$ cat config.mk
export PLATFORM = sky130hd
export DESIGN_NAME = stream_filter_map_flat
export DESIGN_NICKNAME = d
export VERILOG_FILES = /design/src/sv/sfm_pkg.sv /design/src/sv/sfm_stream_if.sv /design/src/sv/sfm_divider.sv /design/src/sv/sfm_map.sv /design/src/sv/stream_filter_map.sv /design/src/flat_wrapper.sv
export VERILOG_INCLUDE_DIRS = /design/src /design/src/sv
export SDC_FILE = /design/constraint.sdc
export NUM_CORES = 2
export LEC_CHECK = 0
export BUFFER_PORTS_ARGS = -buffer_cell sky130_fd_sc_hd__buf_4
export CORE_MARGIN = 4
export CORE_UTILIZATION = 45
export CTS_CLUSTER_DIAMETER = 50
export DETAILED_ROUTE_END_ITERATION = 10
export MAX_ROUTING_LAYER = met4
export PLACE_DENSITY_LB_ADDON = 0.3
export SYNTH_ARGS = -nofsm -noshare
export SYNTH_HDL_FRONTEND = slang
export SYNTH_SLANG_ARGS = --single-unit
$ cat constraint.sdc
create_clock -name clk_i -period 15.86 [get_ports clk_i]
set_input_delay 0.793 -clock clk_i [delete_from_list [all_inputs] [get_ports clk_i]]
set_output_delay 0.793 -clock clk_i [all_outputs]
set_load 0.01 [all_outputs]
$ cat src/sv/stream_filter_map_macros.svh
// Assertion helpers shared by the RTL
`ifndef STREAM_FILTER_MAP_MACROS_SVH
`define STREAM_FILTER_MAP_MACROS_SVH

// Property that must hold at every clock edge out of reset
`define SFM_ASSERT(label, clk, rst_n, prop, msg) \
  label: assert property (@(posedge clk) disable iff (!rst_n) (prop)) else $error(msg);

// Antecedent in one cycle implies consequent in the next
`define SFM_ASSERT_NEXT(label, clk, rst_n, ante, cons, msg) \
  label: assert property (@(posedge clk) disable iff (!rst_n) (ante) |=> (cons)) \
    else $error(msg);

`endif

$ cat src/sv/sfm_pkg.sv
package sfm_pkg;

  localparam int unsigned DataW    = 32;
  localparam int unsigned DivisorW = 16;
  localparam int unsigned CntW     = 8;
  localparam int unsigned MaxItems = 256;
  localparam int unsigned CfgIdxW  = 2;
  localparam int unsigned CfgDataW = 2;

  // register indexes
  localparam logic [CfgIdxW-1:0] CfgFilterMode = 2'd0;
  localparam logic [CfgIdxW-1:0] CfgMapMode    = 2'd1;

  // filter codes
  localparam logic FilterEven  = 1'b0;
  localparam logic FilterPrime = 1'b1;

  // map codes
  localparam logic [1:0] MapIdentity = 2'd0;
  localparam logic [1:0] MapSquare   = 2'd1;
  localparam logic [1:0] MapPopcount = 2'd2;

  typedef struct packed {
    logic done;
    logic rem_zero;
  } sfm_div_st_t;

  function automatic logic [3:0] nibble_ones(input logic [3:0] n);
    logic [3:0] r;
    case (n)
      4'h0: r = 4'd0;
      4'h1, 4'h2, 4'h4, 4'h8: r = 4'd1;
      4'h3, 4'h5, 4'h6, 4'h9, 4'ha, 4'hc: r = 4'd2;
      4'h7, 4'hb, 4'hd, 4'he: r = 4'd3;
      4'hf: r = 4'd4;
      default: r = 4'd0;
    endcase
    return r;
  endfunction

  function automatic logic [5:0] pop_count(input logic [DataW-1:0] v);
    logic [5:0] acc;
    acc = 6'd0;
    for (int i = 0; i < DataW / 4; i++) begin
      acc = acc + 6'(nibble_ones(v[4*i +: 4]));
    end
    return acc;
  endfunction

endpackage

$ cat src/sv/sfm_stream_if.sv
interface sfm_in_if;
  logic                               valid;
  logic                               ready;
  logic signed [sfm_pkg::DataW-1:0]   sample_value;
  logic                               first_item;

  modport source (output valid, output sample_value, output first_item, input ready);
  modport sink   (input valid, input sample_value, input first_item, output ready);
endinterface

interface sfm_out_if;
  logic                               valid;
  logic                               ready;
  logic signed [sfm_pkg::DataW-1:0]   mapped_value;
  logic        [sfm_pkg::CntW-1:0]    dest_index;

  modport source (output valid, output mapped_value, output dest_index, input ready);
  modport sink   (input valid, input mapped_value, input dest_index, output ready);
endinterface

$ cat src/sv/sfm_divider.sv
// Restoring remainder unit, one quotient bit per cycle
module sfm_divider (
  input  logic                             clk_i,
  input  logic                             rst_ni,
  input  logic                             start_i,
  input  logic [sfm_pkg::DataW-1:0]        dividend_i,
  input  logic [sfm_pkg::DivisorW-1:0]     divisor_i,
  output sfm_pkg::sfm_div_st_t             status_o
);

  logic [sfm_pkg::DataW-1:0]    dvd_q, dvd_d;
  logic [sfm_pkg::DivisorW-1:0] dsr_q, dsr_d;
  logic [sfm_pkg::DivisorW-1:0] rem_q, rem_d;
  logic [5:0]                   cnt_q, cnt_d;
  logic                         busy_q, busy_d;
  logic                         done_q, done_d;
  logic [sfm_pkg::DivisorW:0]   trial;

  assign trial = {rem_q, dvd_q[sfm_pkg::DataW-1]};

  always_comb begin
    dvd_d  = dvd_q;
    dsr_d  = dsr_q;
    rem_d  = rem_q;
    cnt_d  = cnt_q;
    busy_d = busy_q;
    done_d = 1'b0;
    if (start_i) begin
      dvd_d  = dividend_i;
      dsr_d  = divisor_i;
      rem_d  = '0;
      cnt_d  = 6'(sfm_pkg::DataW);
      busy_d = 1'b1;
    end else if (busy_q) begin
      if (trial >= {1'b0, dsr_q}) begin
        rem_d = sfm_pkg::DivisorW'(trial - {1'b0, dsr_q});
      end else begin
        rem_d = sfm_pkg::DivisorW'(trial);
      end
      dvd_d = {dvd_q[sfm_pkg::DataW-2:0], 1'b0};
      cnt_d = cnt_q - 6'd1;
      if (cnt_q == 6'd1) begin
        busy_d = 1'b0;
        done_d = 1'b1;
      end
    end
  end

  always_ff @(posedge clk_i or negedge rst_ni) begin
    if (!rst_ni) begin
      cnt_q  <= '0;
      busy_q <= 1'b0;
      done_q <= 1'b0;
    end else begin
      cnt_q  <= cnt_d;
      busy_q <= busy_d;
      done_q <= done_d;
    end
  end

  always_ff @(posedge clk_i) begin
    dvd_q <= dvd_d;
    dsr_q <= dsr_d;
    rem_q <= rem_d;
  end

  assign status_o.done     = done_q;
  assign status_o.rem_zero = (rem_q == '0);

endmodule

$ cat src/sv/sfm_map.sv
// Registered map stage: identity, wrapped square or population count
module sfm_map (
  input  logic                         clk_i,
  input  logic                         en_i,
  input  logic [sfm_pkg::DataW-1:0]    value_i,
  input  logic [1:0]                   map_mode_i,
  output logic [sfm_pkg::DataW-1:0]    mapped_o
);

  logic [sfm_pkg::DataW-1:0] square;
  logic [sfm_pkg::DataW-1:0] ones;
  logic [sfm_pkg::DataW-1:0] mapped_d, mapped_q;

  assign square = value_i * value_i;  // low word only
  assign ones   = value_i[sfm_pkg::DataW-1] ? '0
                : sfm_pkg::DataW'(sfm_pkg::pop_count(value_i));

  always_comb begin
    case (map_mode_i)
      sfm_pkg::MapSquare:   mapped_d = square;
      sfm_pkg::MapPopcount: mapped_d = ones;
      default:              mapped_d = value_i;
    endcase
  end

  always_ff @(posedge clk_i) begin
    if (en_i) begin
      mapped_q <= mapped_d;
    end
  end

  assign mapped_o = mapped_q;

endmodule

$ cat src/sv/stream_filter_map.sv
// Stream filter and map.
// Input channel in_s carries sample_value and first_item; output channel out_s
// carries mapped_value and dest_index of each kept sample. Rejected samples
// give no output transaction. cfg_we_i/cfg_idx_i/cfg_wdata_i write
// filter_mode (index 0) and map_mode (index 1); the user must do so only while
// the block is idle, which the block does not enforce. in_s.ready is high only
// while the sequencer is idle; one sample at a time. Even filter: a kept sample
// passes the map and emit states into the output register, and the input is
// ready again when it is loaded; an odd one frees it at once. Prime filter: each
// trial divisor d = 2, 3, ... with d*d <= sample takes a check step, a bit-serial
// pass through the remainder unit and a result step, so a prime sample is tried
// against every d up to its square root.
// The output register holds a finished result while out_s.ready is low; the
// sequencer waits with the next result until the register is free, and is
// not ready for new samples meanwhile.
// Reset (rst_ni low, asynchronous) clears both modes, the output index and
// all valid state. first_item restarts the output index at 0.
module stream_filter_map (
  input  logic                          clk_i,
  input  logic                          rst_ni,
  sfm_in_if.sink                        in_s,
  sfm_out_if.source                     out_s,
  input  logic                          cfg_we_i,
  input  logic [sfm_pkg::CfgIdxW-1:0]   cfg_idx_i,
  input  logic [sfm_pkg::CfgDataW-1:0]  cfg_wdata_i
);

  `include "stream_filter_map_macros.svh"

  localparam logic [2:0] StIdle  = 3'd0;
  localparam logic [2:0] StCheck = 3'd1;
  localparam logic [2:0] StDiv   = 3'd2;
  localparam logic [2:0] StMap   = 3'd3;
  localparam logic [2:0] StEmit  = 3'd4;

  logic [2:0]                       state_q, state_d;
  logic                             filter_mode_q;
  logic [1:0]                       map_mode_q;
  logic [sfm_pkg::DataW-1:0]        value_q, value_d;
  logic [sfm_pkg::DivisorW-1:0]     div_q, div_d;
  logic [sfm_pkg::DataW:0]          sq_q, sq_d;
  logic [sfm_pkg::CntW-1:0]         cnt_q, cnt_d;
  logic [sfm_pkg::CntW:0]           cnt_inc;
  logic                             out_valid_q, out_valid_d;
  logic [sfm_pkg::CntW-1:0]         out_idx_q;
  logic [sfm_pkg::DataW-1:0]        out_val_q;
  logic [sfm_pkg::DataW-1:0]        mapped;
  logic                             in_hs, load_out, div_start, map_en;
  sfm_pkg::sfm_div_st_t             div_st;

  assign in_s.ready = (state_q == StIdle);
  assign in_hs      = in_s.valid && in_s.ready;
  assign cnt_inc    = {1'b0, cnt_q} + 1'b1;

  always_comb begin
    state_d     = state_q;
    value_d     = value_q;
    div_d       = div_q;
    sq_d        = sq_q;
    cnt_d       = cnt_q;
    out_valid_d = out_valid_q && !out_s.ready;
    div_start   = 1'b0;
    map_en      = 1'b0;
    load_out    = 1'b0;
    case (state_q)
      StIdle: begin
        if (in_hs) begin
          value_d = in_s.sample_value;
          div_d   = sfm_pkg::DivisorW'(2);
          sq_d    = (sfm_pkg::DataW + 1)'(4);
          if (in_s.first_item) begin
            cnt_d = '0;
          end
          if (filter_mode_q == sfm_pkg::FilterPrime) begin
            // negative, zero and one are not prime
            if (in_s.sample_value > 32'sd1) begin
              state_d = StCheck;
            end
          end else if (!in_s.sample_value[0]) begin
            state_d = StMap;
          end
        end
      end
      StCheck: begin
        if (sq_q > {1'b0, value_q}) begin
          state_d = StMap;
        end else begin
          div_start = 1'b1;
          state_d   = StDiv;
        end
      end
      StDiv: begin
        if (div_st.done) begin
          if (div_st.rem_zero) begin
            state_d = StIdle;
          end else begin
            // (d+1)^2 = d^2 + 2d + 1
            sq_d    = sq_q + {div_q, 1'b1};
            div_d   = div_q + 1'b1;
            state_d = StCheck;
          end
        end
      end
      StMap: begin
        map_en  = 1'b1;
        state_d = StEmit;
      end
      StEmit: begin
        if (!out_valid_q || out_s.ready) begin
          load_out    = 1'b1;
          out_valid_d = 1'b1;
          cnt_d       = (cnt_inc >= (sfm_pkg::CntW + 1)'(sfm_pkg::MaxItems)) ? '0
                      : sfm_pkg::CntW'(cnt_inc);
          state_d     = StIdle;
        end
      end
      default: state_d = StIdle;
    endcase
  end

  sfm_divider u_div (
    .clk_i      (clk_i),
    .rst_ni     (rst_ni),
    .start_i    (div_start),
    .dividend_i (value_q),
    .divisor_i  (div_q),
    .status_o   (div_st)
  );

  sfm_map u_map (
    .clk_i      (clk_i),
    .en_i       (map_en),
    .value_i    (value_q),
    .map_mode_i (map_mode_q),
    .mapped_o   (mapped)
  );

  always_ff @(posedge clk_i or negedge rst_ni) begin
    if (!rst_ni) begin
      state_q       <= StIdle;
      filter_mode_q <= sfm_pkg::FilterEven;
      map_mode_q    <= sfm_pkg::MapIdentity;
      cnt_q         <= '0;
      out_valid_q   <= 1'b0;
    end else begin
      state_q     <= state_d;
      cnt_q       <= cnt_d;
      out_valid_q <= out_valid_d;
      if (cfg_we_i) begin
        case (cfg_idx_i)
          sfm_pkg::CfgFilterMode: filter_mode_q <= cfg_wdata_i[0];
          sfm_pkg::CfgMapMode:    map_mode_q    <= cfg_wdata_i[1:0];
          default: ;
        endcase
      end
    end
  end

  always_ff @(posedge clk_i) begin
    value_q <= value_d;
    div_q   <= div_d;
    sq_q    <= sq_d;
    if (load_out) begin
      out_val_q <= mapped;
      out_idx_q <= cnt_q;
    end
  end

  assign out_s.valid        = out_valid_q;
  assign out_s.mapped_value = out_val_q;
  assign out_s.dest_index   = out_idx_q;

  `SFM_ASSERT(a_done_in_div, clk_i, rst_ni, !div_st.done || state_q == StDiv,
              "remainder unit finished outside the divide state")
  `SFM_ASSERT(a_divisor_min, clk_i, rst_ni,
              !(state_q == StCheck || state_q == StDiv) || div_q >= 16'd2,
              "trial divisor below two")
  `SFM_ASSERT(a_square_tracks, clk_i, rst_ni,
              !(state_q == StCheck) || sq_q == 33'(div_q) * 33'(div_q),
              "running square out of step with divisor")
  `SFM_ASSERT(a_no_overwrite, clk_i, rst_ni, !load_out || !out_valid_q || out_s.ready,
              "pending result overwritten")

endmodule

$ cat src/flat_wrapper.sv
// flat-port wrapper written by rule: the top's interface ports become plain ports
module stream_filter_map_flat 
  (clk_i, rst_ni, cfg_we_i, cfg_idx_i, cfg_wdata_i, in_s_valid, in_s_sample_value, in_s_first_item, in_s_ready, out_s_valid, out_s_mapped_value, out_s_dest_index, out_s_ready);
  sfm_in_if in_s_i ();
  sfm_out_if out_s_i ();
  input  logic clk_i;
  input  logic rst_ni;
  input  logic cfg_we_i;
  input  logic [sfm_pkg::CfgIdxW-1:0] cfg_idx_i;
  input  logic [sfm_pkg::CfgDataW-1:0] cfg_wdata_i;
  input wire logic [$bits(in_s_i.valid)-1:0] in_s_valid;
  input wire logic [$bits(in_s_i.sample_value)-1:0] in_s_sample_value;
  input wire logic [$bits(in_s_i.first_item)-1:0] in_s_first_item;
  output wire logic [$bits(in_s_i.ready)-1:0] in_s_ready;
  output wire logic [$bits(out_s_i.valid)-1:0] out_s_valid;
  output wire logic [$bits(out_s_i.mapped_value)-1:0] out_s_mapped_value;
  output wire logic [$bits(out_s_i.dest_index)-1:0] out_s_dest_index;
  input wire logic [$bits(out_s_i.ready)-1:0] out_s_ready;
  assign in_s_i.valid = in_s_valid;
  assign in_s_i.sample_value = in_s_sample_value;
  assign in_s_i.first_item = in_s_first_item;
  assign in_s_ready = in_s_i.ready;
  assign out_s_valid = out_s_i.valid;
  assign out_s_mapped_value = out_s_i.mapped_value;
  assign out_s_dest_index = out_s_i.dest_index;
  assign out_s_i.ready = out_s_ready;
  stream_filter_map u_core (.clk_i(clk_i), .rst_ni(rst_ni), .in_s(in_s_i), .out_s(out_s_i), .cfg_we_i(cfg_we_i), .cfg_idx_i(cfg_idx_i), .cfg_wdata_i(cfg_wdata_i));
endmodule
Word-level counts from Yosys, hierarchy flattened --
Memories as Yosys holds them, arrays and structs flattened. A register that Yosys moved wholly into a read port is not among the register bits. Index checks and enable logic that the tools add are counted.
Storage, ports and cells: input bits 42, memories kept 8, flip-flop bits (word level) 240, bits in read-only memories 384, logic and storage cells 124, output and inout bits 42
Memory list:
- (no name shown) | depth 16, width 3, read ports 1, clocked after Yosys merged registers in 1, wr ports 0, line sfm_pkg.sv:30 | case (n)
- (no name shown) | depth 16, width 3, read ports 1, clocked after Yosys merged registers in 1, wr ports 0, line sfm_pkg.sv:30
- (no name shown) | depth 16, width 3, read ports 1, clocked after Yosys merged registers in 1, wr ports 0, line sfm_pkg.sv:30
- (no name shown) | depth 16, width 3, read ports 1, clocked after Yosys merged registers in 1, wr ports 0, line sfm_pkg.sv:30
- (no name shown) | depth 16, width 3, read ports 1, clocked after Yosys merged registers in 1, wr ports 0, line sfm_pkg.sv:30
- (no name shown) | depth 16, width 3, read ports 1, clocked after Yosys merged registers in 1, wr ports 0, line sfm_pkg.sv:30
- 2 more memories
Operators by class: $add $sub $neg 12, multipliers 1, multiplexer cells 50, equal/unequal tests 15, reductions and logical operators 17, order comparisons 4
Operator list (number):
- $mux W33 | 3
- $pmux W33 S2 | 1
- $mux W16 | 4
- $mux W32 | 2
- $pmux W32 S2 | 1
- $add A33 B17 Y33 | 1
- $gt A33 B32 Y1 | 1
- $gt A32 B2 Y1 const B | 1
- $mul A32 B32 Y32 | 1
- $mux W4 | 8
- $mux W8 | 4
- $pmux W16 S2 | 1
- $add A6 B4 Y6 | 5
- $mux W3 | 6
- $mux W6 | 3
- $ge A17 B16 Y1 | 1
- $add A16 B1 Y16 const B | 1
- $logic_not A16 Y1 | 1
- $pmux W8 S2 | 1
- $sub A16 B16 Y16 | 1
- $mux W1 | 15
- $pmux W3 S5 | 1
- $add A8 B1 Y9 const B | 1
- $ge A9 B9 Y1 const B | 1
- 21 further kinds | 34

Logic depth before layout (Yosys ltp) --
depth in word-level cells 9, depth in mapped cells 29

Modules after synthesis --
A second synthesis with hierarchy kept.
Unflattened totals: cells, all modules 2679, area total of the unflattened synthesis 26989.6 um^2
Modules (own cells, without submodules):
- sfm_map | area an instance 16116.7 um^2, cells an instance 1755, times used 1
- stream_filter_map | area an instance 7069.3 um^2, cells an instance 600, times used 1
- sfm_divider | area an instance 3803.6 um^2, cells an instance 324, times used 1

Worst setup path after synthesis --
Ideal clock, no wire load.
path kind register to register, start point register u_core.value_q[13] (netlist name), end point register u_core.u_map.mapped_q (netlist bit u_core.u_map.mapped_o[30]) (data pin), data arrival time 7.297 ns, path slack 8.302 ns, path buffers 2, cell stages (with the launch flop) 26, clock period less this slack 7.558 ns, path through edfxtp_1 > clkbuf_1 > inv_1 > buf_1 > nor2_1 > fa_1 > fa_1 > fa_1 > inv_1 > fa_1 > inv_1 > fa_1 > fa_1 > fa_1 > inv_1 > fa_1 > inv_1 > ha_1 > a21o_1 > a21o_1 > a21oi_1 > o21a_1 > a21oi_1 > a311o_1 > o311a_1 > a221o_1
Between the ends: longest elaborated chain between the ends 2
Ends and longest elaborated chain:
- from (decl) | line stream_filter_map.sv:39 | logic [sfm_pkg::DataW-1:0] value_q, value_d;
- from (signal assigned) | line stream_filter_map.sv:160 | value_q <= value_d;
- $mul A32 B32 Y32 | line sfm_map.sv:14 | assign square = value_i * value_i;
- $pmux W32 S2 | line sfm_map.sv:19 | case (map_mode_i)
- net u_core.u_map.mapped_d, one bit | line sfm_map.sv:12 | logic [sfm_pkg::DataW-1:0] mapped_d, mapped_q;
- to (signal assigned) | line sfm_map.sv:28 | mapped_q <= mapped_d;
- to (decl) | line sfm_map.sv:12
The timed path passes the listed nets, and every way through them passes these cells. A chain may end at the register's enable or synchronous reset.

Worst setup path after layout --
start point register u_core.value_q[4] (netlist name), end point register u_core.u_map.mapped_q (netlist bit u_core.u_map.mapped_o[30]) (data pin)
Same word-level chain as after synthesis.

==> results.toml <==
[route]
drt_drc_violations_left = 0
drt_iter0_drc = 1531
detailroute.via_count = 19600
detail_route.first_pass.iterations = 6
drt-total-wl_um = 74600
routedWlPerCell_um = 20.8
antenna_left = 0
vias_per_cell = 5.48

[critical_path]
worstPathCellList = "clkinv_1, nor2_1, fa_1, fa_1, inv_1, fa_1, fa_1, inv_1, fa_1, fa_1, fa_1, inv_1, fa_1, inv_1, ha_1, a21o_1, a21o_1, a21oi_1, o21a_1, a21oi_1, a311o_1, o311a_1, a221o_1"
critical_path_class = "flop to flop"
timing.critical_path.buf_inv = 5
cp_max_fo = 17
cpLargestDelayFamily = "adder cells"
required_ps = 16170
timing.critical_path.slowest_cell_delay_ps = 1000
worstSetupStartpointType = "flop"
crit_slowest_cell = "clkinv_1"
critical_path_most_common_cell = "fa_1"
critical_path.endpoint_type = "flop"
cp.arrival_ps = 9370

[outcome]
outcome = "finished, final reports clean"

[timing]
hold_violations = 0
fin_tns_setup_ps = 0
layout_min_cycle_time_ps = 9060
finalSetupViolCount = 0
unrepaired_setup_endpoints_after_global_routing = "no"
slew_at_the_pin_with_the_worst_max_slew_slack_ps = 1110
max_freq_mhz = 110
final_critical_path_setup_slack_ps = 6800
slew_headroom = 0.261
worst_clock_skew_ps = 30.2
final_max_slew_viol_count = 0
period_share = 0.571

[global_routing]
grt_start_max_net_pins = 71
antenna_found_initial = 1
grt_pass1_vias = 20400
grt_use_total = 0.240
wire_length_of_the_first_global_routing_pass_um = 116000
grt_overflow_total = 0

[logic_synthesis]
yosys_register_bits = 264
syn-mean-instance-area_um2 = 10.1
number_of_instances_in_the_synthesized_netlist = 2706
synth.lib_cells_used.distinct = 81
seq_area_frac_synth = 0.272
synth_fp_nets = 3364
yosys.area.top_type_share = 0.282
synth_enable_flop_cells = 201
asyncSetResetFlopFracSynth = 0.0871
syn_area_um2 = 27300
synth_largest_area_cell = "fa_1"
synth_warnings = 0
commonest_register_cell_after_synthesis = "edfxtp_1"
post_synth_main_area_contributors = "fa_1 (28%), edfxtp_1 (22%), ha_1 (11%)"

[die]
rows = 90
design.core.area_um2 = 60200
die_x_um = 254
initial_core_util = 0.453
die-height_um = 254
die_area_um2 = 64700
io_pins = 84

[cells_and_area]
fillers = 5351
synthToLayoutAreaGrowth_pct = 9.83
final_layout_size_suffix_gt1_frac = 0.0826
final_common_cell = "inv_1"
design.final.nets = 3428
final_cell_mix = "inv_1 (591), fa_1 (384), nor2_1 (251), ha_1 (232), edfxtp_1 (201)"

[clock_tree]
ctsHoldBuffers = 0
cts_max_level = 2
tritoncts.num_buffers = 35
cts_num_sinks = 264
cts_setup_buffers = 0
cts.clk_slew.worst_paths_ps = 60
clk_root_buffer_cell = "clkbuf_16"
ctsLongestPathBuffers = 3
ctsResizeCount = 0
clkLatencyLatePin_ps = 560
cts_tree = "built"

[placed_design]
post-dp-hpwl_um = 57500
io_buffers = 83
place_congestion = 0.934
dp_worst_setup_slack_ps = 6920

[min_path]
hold_path_class = "primary input to async pin"

[run]
max_cap_violations = 0
synth_stat cells (35+ instances only):
library cell  count
inv_1           592
fa_1            384
nor2_1          252
ha_1            232
edfxtp_1        201
nand2_1         180
a21oi_1          97
o21ai_0          71
xnor2_1          69
clkbuf_1         58
dfxtp_1          40
xor2_1           40
mux2_2           35
cells by family (layout without fill, tap and decap cells):
kind of cell               count (synthesis)  after routing  share of synthesized area
AOI/OAI and AO/OA                        343            343                     0.0846
xor gates and xnor gates                 109            109                     0.0350
adders and majority gates                616            616                      0.388
buffers and inverters                    680            771                     0.0941
DFF                                      264            264                      0.272
muxes                                     52             52                     0.0207
other                                      0              3                          0
and+or+nand+nor                          642            642                      0.106
registers in the layout (all words and copies together) (netlist names), 16 cells and up, named ones only:
name                       cells
u_core.out_s.mapped_value     32
u_core.u_div.dvd_q            32
u_core.value_q                32
u_core.u_map.mapped_o         32
u_core.u_div.rem_q            16
u_core.u_div.dsr_q            16
u_core.sq_q                   33
u_core.div_q                  16
stage by stage:
step | area, um^2 | hold slack, ps | util | std cells
after floorplan | 27300 | 400 | - | 2706
after global placement | 28800 | 402 | 0.478 | 3515
after detailed placement | 28800 | 407 | 0.478 | 3515
after CTS | 30000 | 108 | 0.498 | 3579
after global routing | 30000 | 133 | 0.498 | 3581
final | 30000 | 120 | 0.498 | 3582
metal layers:
metal / share of wire / global-route usage
met1: 0.42 / 0.317
met2: 0.46 / 0.373
met3: 0.075 / 0.0466
met4: 0.041 / 0.0903
met5: 0 / -
worst reg2reg max path, delay by kind of cell, from the launching register on:
kind            cells  cell delay [ps]
flops               1              860
simple gates        1              550
fa+ha+maj           9             4450
buf+inv             5             1210
compound gates      8             1740
cell type report:
| type | instances | area (um^2) | share of cell area |
|---|---|---|---|
| Clock buffer | 44 | 972 | 0.0324 |
| Timing Repair Buffer | 107 | 803 | 0.0268 |
| Antenna cell | 3 | 7.51 | 0.000250 |
| Inverter | 600 | 2250 | 0.0751 |
| Multi-Input combinational cell | 1762 | 17300 | 0.578 |
| Clock inverter | 20 | 220 | 0.00734 |
| Tap cell | 782 | 978 | 0.0326 |
| Sequential cell | 264 | 7410 | 0.247 |
path summary, 6_finish.rpt:
path | startpoint | endpoint | slack [ps] | depth (start not counted)
hold / removal | rst_ni | u_core.cnt_q[2] | 120 | 1
setup reg to reg | u_core.value_q[4] | u_core.u_map.mapped_o[30] | 6800 | 23
max in group asynchronous | rst_ni | u_core.u_div.cnt_q[4] | 15470 | 1
min in group clk_i | in_s_first_item | u_core.cnt_q[4] | 410 | 2
setup / recovery | u_core.value_q[4] | u_core.u_map.mapped_o[30] | 6800 | 23
hold reg to reg | u_core.u_map.mapped_o[2] | u_core.out_s.mapped_value[2] | 420 | 0
Power is left out: the tool's default activity adds up to more than one toggle a clock period on the data nets, which glitch-free logic cannot reach.
